### config.mk
export PLATFORM = sky130hd
export DESIGN_NAME = pwm_timer_setting_calculator_top
export DESIGN_NICKNAME = d
export VERILOG_FILES = /design/src/ptsc_pkg.sv /design/src/ptsc_fifo.sv /design/src/ptsc_front.sv /design/src/ptsc_div.sv /design/src/ptsc_back.sv /design/src/pwm_timer_setting_calculator_top.sv
export SDC_FILE = /design/constraint.sdc
export NUM_CORES = 2
export LEC_CHECK = 0
export BUFFER_PORTS_ARGS = -buffer_cell sky130_fd_sc_hd__buf_2
export CAP_MARGIN = 30
export CORE_MARGIN = 10
export CORE_UTILIZATION = 41
export DETAILED_ROUTE_END_ITERATION = 7
export PLACE_DENSITY = 0.61
export SLEW_MARGIN = 0
export SYNTH_ARGS = -nofsm -noshare
export SYNTH_HDL_FRONTEND = slang
export SYNTH_SLANG_ARGS = --single-unit
### constraint.sdc
create_clock -name clk_i -period 6.9 [get_ports clk_i]
set_clock_uncertainty 0.15 [all_clocks]
set_input_delay 0.69 -clock clk_i [delete_from_list [all_inputs] [get_ports clk_i]]
set_output_delay 0.69 -clock clk_i [all_outputs]
set_load 0.005 [all_outputs]
### src/ptsc_pkg.sv
// Shared types and constants of the PWM timer setting calculator.
// No dependencies; every other file but the assertion macro header imports this package.
`default_nettype none

package ptsc_pkg;

  localparam int unsigned CHANNELS_DEF = 2;
  localparam int unsigned FIFO_DEPTH   = 2;

  localparam logic [31:0] CLK_HZ_RESET = 32'd240000000;
  localparam logic [9:0]  DUTY_FULL    = 10'd1000;
  localparam logic [31:0] DUTY_DIVISOR = 32'd1000;
  localparam logic [31:0] TICKS_MIN    = 32'd2;
  localparam logic [31:0] RELOAD_MIN   = 32'd2;
  localparam logic [31:0] RELOAD_LIMIT = 32'h0001_0000;

  // Reciprocal of 1000 scaled by 2^36, exact for any reload times a duty up to full scale.
  localparam logic [26:0] DUTY_RECIP   = 27'd68719477;

  localparam logic [1:0] MODE_CONFIG = 2'd0;
  localparam logic [1:0] MODE_DUTY   = 2'd1;
  localparam logic [1:0] MODE_ENABLE = 2'd2;

  typedef enum logic [2:0] {
    K_CONFIG,
    K_DUTY,
    K_ENABLE,
    K_REJECT,
    K_BAD_CH
  } kind_e;

  typedef struct packed {
    logic [1:0]  mode;
    logic [7:0]  channel;
    logic [31:0] frequency_hz;
    logic [9:0]  duty_permille;
    logic        enable_flag;
  } req_t;

  typedef struct packed {
    logic        status;
    logic [15:0] prescaler;
    logic [15:0] reload;
    logic [15:0] compare;
    logic        output_enable;
    logic        counter_run;
  } result_t;

  typedef struct packed {
    kind_e       kind;
    logic [7:0]  channel;
    logic [31:0] freq;
    logic [9:0]  duty;
    logic        flag;
  } cmd_t;

  typedef struct packed {
    logic        start;
    logic [31:0] dividend;
    logic [31:0] divisor;
  } div_req_t;

  typedef struct packed {
    logic        done;
    logic [31:0] quot;
  } div_rsp_t;

  localparam result_t RES_BAD_CH = '{status: 1'b1, default: '0};

endpackage

`default_nettype wire

### src/ptsc_fifo.sv
// Small two-sided queue used for commands and for results.
// Depends on ptsc_pkg for its depth.
`default_nettype none

module ptsc_fifo
  import ptsc_pkg::*;
#(
  parameter type T = logic
) (
  input  wire logic clk_i,
  input  wire logic rst_ni,
  input  wire logic push_i,
  input  wire T     data_i,
  output logic      full_o,
  input  wire logic pop_i,
  output T          data_o,
  output logic      empty_o
);

  localparam int PtrW = (FIFO_DEPTH > 1) ? $clog2(FIFO_DEPTH) : 1;

  T                mem_q [FIFO_DEPTH];
  logic [PtrW-1:0] wr_ptr_q;
  logic [PtrW-1:0] rd_ptr_q;
  logic [PtrW:0]   count_q;
  logic            do_push;
  logic            do_pop;

  assign full_o  = (count_q == (PtrW + 1)'(FIFO_DEPTH));
  assign empty_o = (count_q == '0);
  assign do_push = push_i && !full_o;
  assign do_pop  = pop_i && !empty_o;
  assign data_o  = mem_q[rd_ptr_q];

  always_ff @(posedge clk_i) begin
    if (do_push) begin
      mem_q[wr_ptr_q] <= data_i;
    end
  end

  always_ff @(posedge clk_i or negedge rst_ni) begin
    if (!rst_ni) begin
      wr_ptr_q <= '0;
      rd_ptr_q <= '0;
      count_q  <= '0;
    end else begin
      if (do_push) begin
        wr_ptr_q <= (wr_ptr_q == PtrW'(FIFO_DEPTH - 1)) ? '0 : wr_ptr_q + 1'b1;
      end
      if (do_pop) begin
        rd_ptr_q <= (rd_ptr_q == PtrW'(FIFO_DEPTH - 1)) ? '0 : rd_ptr_q + 1'b1;
      end
      if (do_push && !do_pop) begin
        count_q <= count_q + 1'b1;
      end else if (do_pop && !do_push) begin
        count_q <= count_q - 1'b1;
      end
    end
  end

endmodule

`default_nettype wire

### src/ptsc_front.sv
// Request classifier: sorts each request into a command kind and saturates the duty of configure requests.
// Depends on ptsc_pkg.
`default_nettype none

module ptsc_front
  import ptsc_pkg::*;
#(
  parameter int unsigned CHANNELS = CHANNELS_DEF
) (
  input  wire req_t req_i,
  output cmd_t      cmd_o
);

  always_comb begin
    cmd_o.channel = req_i.channel;
    cmd_o.freq    = req_i.frequency_hz;
    cmd_o.duty    = req_i.duty_permille;
    cmd_o.flag    = req_i.enable_flag;
    cmd_o.kind    = K_REJECT;
    if ({24'd0, req_i.channel} >= 32'(CHANNELS)) begin
      cmd_o.kind = K_BAD_CH;
    end else begin
      case (req_i.mode)
        MODE_CONFIG: begin
          if (req_i.frequency_hz != '0) begin
            cmd_o.kind = K_CONFIG;
          end
          if (req_i.duty_permille > DUTY_FULL) begin
            cmd_o.duty = DUTY_FULL;
          end
        end
        MODE_DUTY: begin
          if (req_i.duty_permille <= DUTY_FULL) begin
            cmd_o.kind = K_DUTY;
          end
        end
        MODE_ENABLE: begin
          cmd_o.kind = K_ENABLE;
        end
        default: begin
          cmd_o.kind = K_REJECT;
        end
      endcase
    end
  end

endmodule

`default_nettype wire

### src/ptsc_div.sv
// Radix-2 restoring divider, 32 by 32 bits, one quotient bit per cycle.
// Depends on ptsc_pkg for its request and response types.
`default_nettype none

module ptsc_div
  import ptsc_pkg::*;
(
  input  wire logic     clk_i,
  input  wire logic     rst_ni,
  input  wire div_req_t req_i,
  output div_rsp_t      rsp_o
);

  logic        busy_q;
  logic        done_q;
  logic [4:0]  cnt_q;
  logic [31:0] rem_q;
  logic [31:0] quo_q;
  logic [31:0] dvs_q;
  logic [32:0] shifted;
  logic [32:0] diff;
  logic        fits;

  assign shifted = {rem_q, quo_q[31]};
  assign diff    = shifted - {1'b0, dvs_q};
  assign fits    = (shifted >= {1'b0, dvs_q});

  assign rsp_o.done = done_q;
  assign rsp_o.quot = quo_q;

  always_ff @(posedge clk_i or negedge rst_ni) begin
    if (!rst_ni) begin
      busy_q <= 1'b0;
      done_q <= 1'b0;
      cnt_q  <= '0;
      rem_q  <= '0;
      quo_q  <= '0;
      dvs_q  <= '0;
    end else begin
      done_q <= 1'b0;
      if (req_i.start) begin
        busy_q <= 1'b1;
        cnt_q  <= '0;
        rem_q  <= '0;
        quo_q  <= req_i.dividend;
        dvs_q  <= req_i.divisor;
      end else if (busy_q) begin
        rem_q <= fits ? diff[31:0] : shifted[31:0];
        quo_q <= {quo_q[30:0], fits};
        cnt_q <= cnt_q + 1'b1;
        if (cnt_q == 5'd31) begin
          busy_q <= 1'b0;
          done_q <= 1'b1;
        end
      end
    end
  end

endmodule

`default_nettype wire

### src/ptsc_back.sv
// Command executor: channel state, timer clock register and the sequencer
// that drives the shared divider. Depends on ptsc_pkg and ptsc_div.
`default_nettype none

module ptsc_back
  import ptsc_pkg::*;
#(
  parameter int unsigned CHANNELS = CHANNELS_DEF
) (
  input  wire logic        clk_i,
  input  wire logic        rst_ni,
  input  wire cmd_t        cmd_i,
  input  wire logic        cmd_empty_i,
  output logic             cmd_pop_o,
  input  wire logic        res_full_i,
  output logic             res_push_o,
  output result_t          res_o,
  input  wire logic        cfg_valid_i,
  input  wire logic [31:0] cfg_data_i
);

  localparam int ChW = (CHANNELS > 1) ? $clog2(CHANNELS) : 1;

  typedef enum logic [2:0] {
    ST_IDLE,
    ST_DECODE,
    ST_DIV_TICKS,
    ST_DIV_RELOAD,
    ST_MUL,
    ST_SCALE
  } state_e;

  state_e      state_q;
  cmd_t        cmd_q;
  logic        cmd_pop_q;
  logic        res_push_q;
  result_t     res_q;
  div_req_t    div_q;
  div_rsp_t    div_rsp;
  logic [31:0] clk_hz_q;

  logic [15:0] psc_q  [CHANNELS];
  logic [15:0] rel_q  [CHANNELS];
  logic [9:0]  duty_q [CHANNELS];
  logic [15:0] cmp_q  [CHANNELS];
  logic        cfg_q  [CHANNELS];
  logic        en_q   [CHANNELS];
  logic        run_q  [CHANNELS];

  logic [15:0] st_psc_q;
  logic [15:0] st_rel_q;
  logic [9:0]  st_duty_q;
  logic        st_en_q;
  logic        st_run_q;
  logic [25:0] prod_q;

  logic [ChW-1:0] ci;
  result_t        cur_res;
  logic [16:0]    ticks_ceil;
  logic [25:0]    prod;
  logic [52:0]    cmp_prod;
  logic [15:0]    cmp_new;

  ptsc_div u_div (
    .clk_i  (clk_i),
    .rst_ni (rst_ni),
    .req_i  (div_q),
    .rsp_o  (div_rsp)
  );

  assign ci         = cmd_q.channel[ChW-1:0];
  assign ticks_ceil = {1'b0, div_rsp.quot[31:16]} + {16'd0, |div_rsp.quot[15:0]};
  assign prod       = {10'd0, st_rel_q} * {16'd0, st_duty_q};
  assign cmp_prod   = {27'd0, prod_q} * {26'd0, DUTY_RECIP};
  assign cmp_new    = st_en_q ? cmp_prod[51:36] : 16'd0;

  always_comb begin
    cur_res.status        = 1'b1;
    cur_res.prescaler     = psc_q[ci];
    cur_res.reload        = rel_q[ci];
    cur_res.compare       = cmp_q[ci];
    cur_res.output_enable = en_q[ci];
    cur_res.counter_run   = run_q[ci];
  end

  assign cmd_pop_o  = cmd_pop_q;
  assign res_push_o = res_push_q;
  assign res_o      = res_q;

  always_ff @(posedge clk_i or negedge rst_ni) begin
    if (!rst_ni) begin
      state_q    <= ST_IDLE;
      cmd_q      <= '0;
      cmd_pop_q  <= 1'b0;
      res_push_q <= 1'b0;
      res_q      <= '0;
      div_q      <= '0;
      clk_hz_q   <= CLK_HZ_RESET;
      st_psc_q   <= '0;
      st_rel_q   <= '0;
      st_duty_q  <= '0;
      st_en_q    <= 1'b0;
      st_run_q   <= 1'b0;
      prod_q     <= '0;
      for (int i = 0; i < CHANNELS; i++) begin
        psc_q[i]  <= '0;
        rel_q[i]  <= '0;
        duty_q[i] <= '0;
        cmp_q[i]  <= '0;
        cfg_q[i]  <= 1'b0;
        en_q[i]   <= 1'b0;
        run_q[i]  <= 1'b0;
      end
    end else begin
      div_q.start <= 1'b0;
      cmd_pop_q   <= 1'b0;
      res_push_q  <= 1'b0;
      if (cfg_valid_i) begin
        clk_hz_q <= cfg_data_i;
      end
      case (state_q)
        ST_IDLE: begin
          if (!cmd_empty_i && !res_full_i && !res_push_q) begin
            cmd_q     <= cmd_i;
            cmd_pop_q <= 1'b1;
            state_q   <= ST_DECODE;
          end
        end
        ST_DECODE: begin
          case (cmd_q.kind)
            K_BAD_CH: begin
              res_q      <= RES_BAD_CH;
              res_push_q <= 1'b1;
              state_q    <= ST_IDLE;
            end
            K_CONFIG: begin
              st_duty_q      <= cmd_q.duty;
              st_en_q        <= en_q[ci];
              st_run_q       <= 1'b0;
              div_q.start    <= 1'b1;
              div_q.dividend <= clk_hz_q;
              div_q.divisor  <= cmd_q.freq;
              state_q        <= ST_DIV_TICKS;
            end
            K_DUTY, K_ENABLE: begin
              if (!cfg_q[ci]) begin
                res_q      <= cur_res;
                res_push_q <= 1'b1;
                state_q    <= ST_IDLE;
              end else begin
                st_psc_q <= psc_q[ci];
                st_rel_q <= rel_q[ci];
                if (cmd_q.kind == K_DUTY) begin
                  st_duty_q <= cmd_q.duty;
                  st_en_q   <= en_q[ci];
                  st_run_q  <= run_q[ci];
                end else begin
                  st_duty_q <= duty_q[ci];
                  st_en_q   <= cmd_q.flag;
                  st_run_q  <= run_q[ci] | cmd_q.flag;
                end
                state_q <= ST_MUL;
              end
            end
            default: begin
              res_q      <= cur_res;
              res_push_q <= 1'b1;
              state_q    <= ST_IDLE;
            end
          endcase
        end
        ST_DIV_TICKS: begin
          if (div_rsp.done) begin
            if (div_rsp.quot < TICKS_MIN) begin
              res_q      <= cur_res;
              res_push_q <= 1'b1;
              state_q    <= ST_IDLE;
            end else begin
              st_psc_q       <= ticks_ceil[15:0] - 16'd1;
              div_q.start    <= 1'b1;
              div_q.dividend <= div_rsp.quot;
              div_q.divisor  <= {15'd0, ticks_ceil};
              state_q        <= ST_DIV_RELOAD;
            end
          end
        end
        ST_DIV_RELOAD: begin
          if (div_rsp.done) begin
            if ((div_rsp.quot < RELOAD_MIN) || (div_rsp.quot > RELOAD_LIMIT)) begin
              res_q      <= cur_res;
              res_push_q <= 1'b1;
              state_q    <= ST_IDLE;
            end else begin
              st_rel_q <= div_rsp.quot[15:0] - 16'd1;
              state_q  <= ST_MUL;
            end
          end
        end
        ST_MUL: begin
          prod_q  <= prod;
          state_q <= ST_SCALE;
        end
        ST_SCALE: begin
          psc_q[ci]             <= st_psc_q;
          rel_q[ci]             <= st_rel_q;
          duty_q[ci]            <= st_duty_q;
          cmp_q[ci]             <= cmp_new;
          cfg_q[ci]             <= 1'b1;
          en_q[ci]              <= st_en_q;
          run_q[ci]             <= st_run_q;
          res_q.status          <= 1'b0;
          res_q.prescaler       <= st_psc_q;
          res_q.reload          <= st_rel_q;
          res_q.compare         <= cmp_new;
          res_q.output_enable   <= st_en_q;
          res_q.counter_run     <= st_run_q;
          res_push_q            <= 1'b1;
          state_q               <= ST_IDLE;
        end
        default: begin
          state_q <= ST_IDLE;
        end
      endcase
    end
  end

endmodule

`default_nettype wire

### src/pwm_timer_setting_calculator_top.sv
// Top level of the PWM timer setting calculator.
// Depends on ptsc_pkg, ptsc_front, ptsc_fifo and ptsc_back.
//
// Each request configures a channel's frequency, sets its duty, or enables or
// disables it, and yields one result with a status and the channel's settings.
// Requests are handled one at a time by a sequencer that shares a single
// 32-bit divider retiring one quotient bit per cycle. A configure runs two
// divisions (ticks, reload) and then scales the compare value; a duty or
// enable request scales the compare value with a reciprocal multiplication;
// a request that is rejected before any division is answered from the
// decode step. Two-entry queues sit on the request and result sides, so
// up to two requests may be pushed and two results may wait while the
// sequencer works. The timer clock register may be written in any cycle and
// always accepts a transfer, but should only change while no request is
// pending.
`default_nettype none

module pwm_timer_setting_calculator_top
  import ptsc_pkg::*;
#(
  parameter int unsigned CHANNELS = CHANNELS_DEF
) (
  input  wire logic        clk_i,
  input  wire logic        rst_ni,
  input  wire logic        push,
  input  wire req_t        in_item_i,
  output logic             full,
  input  wire logic        pop,
  output result_t          out_item_o,
  output logic             empty,
  input  wire logic        cfg_valid_i,
  output logic             cfg_ready_o,
  input  wire logic [31:0] cfg_data_i
);

  cmd_t    front_cmd;
  cmd_t    back_cmd;
  logic    cmd_empty;
  logic    cmd_pop;
  logic    res_full;
  logic    res_push;
  result_t back_res;

  assign cfg_ready_o = 1'b1;

  ptsc_front #(
    .CHANNELS (CHANNELS)
  ) u_front (
    .req_i (in_item_i),
    .cmd_o (front_cmd)
  );

  ptsc_fifo #(
    .T (cmd_t)
  ) u_cmd_fifo (
    .clk_i   (clk_i),
    .rst_ni  (rst_ni),
    .push_i  (push),
    .data_i  (front_cmd),
    .full_o  (full),
    .pop_i   (cmd_pop),
    .data_o  (back_cmd),
    .empty_o (cmd_empty)
  );

  ptsc_back #(
    .CHANNELS (CHANNELS)
  ) u_back (
    .clk_i       (clk_i),
    .rst_ni      (rst_ni),
    .cmd_i       (back_cmd),
    .cmd_empty_i (cmd_empty),
    .cmd_pop_o   (cmd_pop),
    .res_full_i  (res_full),
    .res_push_o  (res_push),
    .res_o       (back_res),
    .cfg_valid_i (cfg_valid_i),
    .cfg_data_i  (cfg_data_i)
  );

  ptsc_fifo #(
    .T (result_t)
  ) u_res_fifo (
    .clk_i   (clk_i),
    .rst_ni  (rst_ni),
    .push_i  (res_push),
    .data_i  (back_res),
    .full_o  (res_full),
    .pop_i   (pop),
    .data_o  (out_item_o),
    .empty_o (empty)
  );

endmodule

`default_nettype wire

==> reports/results.ini <==
[worst_hold_path]
hp-class = in2reg
min_to = u_cmd_fifo.mem_q[1][43]
holdPathStages = 1
min_from = in_item_i[43]

[sta]
maxSlewViolCount = 0
hold_viol = 0
grt_setup_unrepaired = true
min_period_over_period = 0.973
fmax_ghz = 0.149
fin_crit_ns = 6.72
worst_slack_ns = 0.183
relSlewSlack = 0.319
worst_pin_slew_ns = 1.02
final.setup.tns_ns = 0
finalSetupViolCount = 0

[synth]
synth_top_area_cell = dfrtp_1
syn_inst = 4496
synth_mux_area_frac = 0.0549
yosysSeqAreaShare = 0.400
synth-xor-area-share = 0.0203
async_flop_share = 0.720
dominantRegCellSynth = dfrtp_1
yosysWarnings = 0
synth-compound-area-share = 0.0991
syn_area_per_cell_um2 = 10.3
ys_ff_latch = 699
yosysUniqueCellTypes = 78
synth_area_leaders = dfrtp_1, fa_1, edfxtp_1
synth.top_cell.area_share = 0.267
synth_top_family_by_area = adder cells
synth_fa_ha_area_frac = 0.239
yosys.area_share.simple = 0.122
synth_area_um2 = 46200
synth_edf_count = 196
synth.net_count = 5277

[power_and_ir_drop]
intPower_w = 0.0129
swShare = 0.440
powerDensity_nw_per_um2 = 445
power_frac_clock = 0.179
power_switching_w = 0.0102
p_seq_frac = 0.290
p_comb_frac = 0.531
irDropWorstVdd_mv = 0.280
leakagePower_nw = 25.2

[setup_path]
worstPathRequired_ns = 7.30
worstPathCellList = buf_4, ha_4, inv_1, fa_1, inv_1, fa_1, fa_1, fa_1, fa_1, inv_1, fa_1, inv_1, ha_4, and3_4, nand4_1, or4_4, buf_4, nor2_1, o211ai_1, o211ai_1, a31oi_1, xor2_1, buf_4, o31ai_2
arrival_ns = 7.12
critPathMaxFanout = 5
reg2reg_depth = 24
r2r_start = u_back.prod_q[15]
cp-start-kind = register
max_stage_delay_ns = 0.56
end_kind = register
timing.rr.end = u_back.cmp_q[25]
rrSetupSlack_ns = 0.18
crit_type = reg2reg
cp_slowest_cell = or4_4
worst_path_most_repeated_cell = fa_1

[placed_design]
place_inst = 6051
post-place-ws_ns = -0.288
gp_congestion = 0.912
portBuffers = 142
dpl.hpwl_mm = 89.2

[clock_tree]
cts_buffers = 77
cts.sinks = 699
clockRootBuffer = clkbuf_16
clock_tree.buffer_depth = 3
cts_tree = built
insertion_delay_ns = 0.64
clk_pin_slew_worst_paths_ns = 0.06
h-tree-depth = 3

[detailed_routing]
drtPass1Iterations = 6
antenna_left = 0
wire_per_inst_um = 19.3
drc = 0
viasPerCell = 5.19
drt-total-wl_mm = 120
drtIter0Drc = 2076
vias = 32200

[floorplan]
std_cell_rows = 123
io_pins = 144
start_util = 0.412
fp.coreArea_um2 = 112000
die_h_um = 356
die_x_um = 356
die_area_um2 = 127000

[job]
max_cap_viol_count = 0

[grt]
antenna_found_initial = 6
grt_usage = 0.189
grt_pass1_wl_mm = 190
grt_max_degree = 162
overflow = 0
grt_pass1_vias = 33300

[cells_and_area]
fin_cells = 6204
layout_common_cells = nand2_1, inv_1, dfrtp_1, ha_1, fa_1
final_layout_size_suffix_gt1_frac = 0.128
layout_commonest_cell = nand2_1
syn_to_final_growth_pct = 12.6
final_util = 0.464
nets = 5421
fillCellCount = 10500
diodes = 0

[outcome]
outcome = completed

==> final cells by class <==
| type | instances | area, um^2 | share of cell area |
|---|---|---|---|
| Multi-Input combinational cell | 3024 | 25200 | 0.484 |
| Sequential cell | 699 | 18500 | 0.355 |
| Clock buffer | 106 | 2130 | 0.0409 |
| Inverter | 554 | 2080 | 0.0400 |
| Tap cell | 1500 | 1880 | 0.0361 |
| Timing Repair Buffer | 284 | 1850 | 0.0356 |
| Clock inverter | 37 | 415 | 0.00798 |
==> cell usage after synthesis (18+ instances only) <==
library cell,instances
nor2_1,186
fa_1,323
a21oi_1,173
buf_1,22
clkbuf_1,175
nand4_1,24
a31oi_1,18
edfxtp_1,196
nand3_1,63
dfrtp_1,493
xor2_1,60
inv_1,553
o211ai_1,23
nand2_1,727
a21o_1,47
a211oi_1,24
a22oi_1,34
a221o_1,61
nand2b_1,22
ha_1,368
mux2i_1,142
nor4_1,18
a311oi_1,24
and2_1,80
mux2_2,99
o21ai_0,213
and3_1,25
nor3_1,70
nor2b_1,18
xnor2_1,47
==> critical path, delay by kind of cell, from the launching register on <==
kind                       cells  cell delay, ns
adders and majority gates      8            3.53
DFF                            1            0.44
AOI/OAI and AO/OA              4            0.70
xor gates and xnor gates       1            0.17
buffers and inverters          7            0.69
and+or+nand+nor                4            0.94
==> flip-flops by register name (all words and copies together), names as in the netlist, 10 cells and up <==
signal	cells
u_back.u_div.quo_q	32
u_back.cmd_q	46
u_back.duty_q	20
u_back.prod_q	26
u_back.rel_q	32
u_back.st_duty_q	10
u_cmd_fifo.mem_q	94
u_res_fifo.mem_q	102
u_back.st_psc_q	16
u_back.u_div.dvs_q	32
u_back.st_rel_q	16
u_back.u_div.rem_q	32
u_back.cmp_q	32
u_back.psc_q	32
u_back.res_o	51
u_back.div_q	65
u_back.clk_hz_q	32
==> how the worst max path moves through the flow <==
stage / from / to / slack, ns / depth (start not counted)
final: u_back.prod_q[15] / u_back.cmp_q[25] / 0.18 / 24
after global routing: u_back.prod_q[17] / u_back.cmp_q[25] / -0.02 / 23
after CTS: u_back.prod_q[23] / u_back.res_o[16] / 0.0006 / 22
after detailed placement: u_back.prod_q[23] / u_back.cmp_q[15] / -0.29 / 23
after global placement: u_back.prod_q[23] / u_back.res_o[12] / -0.17 / 22
after floorplan: u_back.prod_q[18] / u_back.res_o[12] / 0.26 / 21
==> kinds of logic after synthesis <==
logic type                 after synthesis
muxes                                  241
and+or+nand+nor                       1278
DFF                                    699
adders and majority gates              691
buffers and inverters                  773
AOI/OAI and AO/OA                      706
xor gates and xnor gates               107
other                                    1
==> timing repair <==
item,4_1_cts,5_1_grt
hold buffers,1,0
pin swaps,4,32
endpoints found under the hold margin,90,0
buffers inserted,1,8
setup endpoints to repair,30,38
resized for setup,7,65
==> metal layers <==
| metal | global-route usage | wire (um) | share of wire | vias to the layer above |
|---|---|---|---|---|
| li1 | - | - | - | 15400 |
| met1 | 0.236 | 50400 | 0.42 | 15900 |
| met2 | 0.323 | 58500 | 0.49 | 678 |
| met3 | 0.0282 | 4930 | 0.041 | 228 |
| met4 | 0.0829 | 5600 | 0.047 | 6 |
| met5 | 0 | 29 | 0.00024 | - |
==> stage by stage <==
stage	cell area, um^2	power (W)	hold slack (ns)
global placement	49000	0.0186	0.299
floorplan	46200	0.0151	0.244
finish	52000	0.0231	0.0869
global route	52000	0.0254	0.0662
detailed placement	49100	0.0187	0.305
CTS	51700	0.0231	0.0532
==> power groups by stage <==
stage | logic (W) | clock network, W | registers (W)
after floorplan | 0.00910 | 0 | 0.00603
after global placement | 0.0118 | 0 | 0.00674
after detailed placement | 0.0120 | 0 | 0.00677
after CTS | 0.0121 | 0.00424 | 0.00670
after global routing | 0.0142 | 0.00440 | 0.00685
final | 0.0123 | 0.00414 | 0.00671
Power figures use the tool's default switching activity.
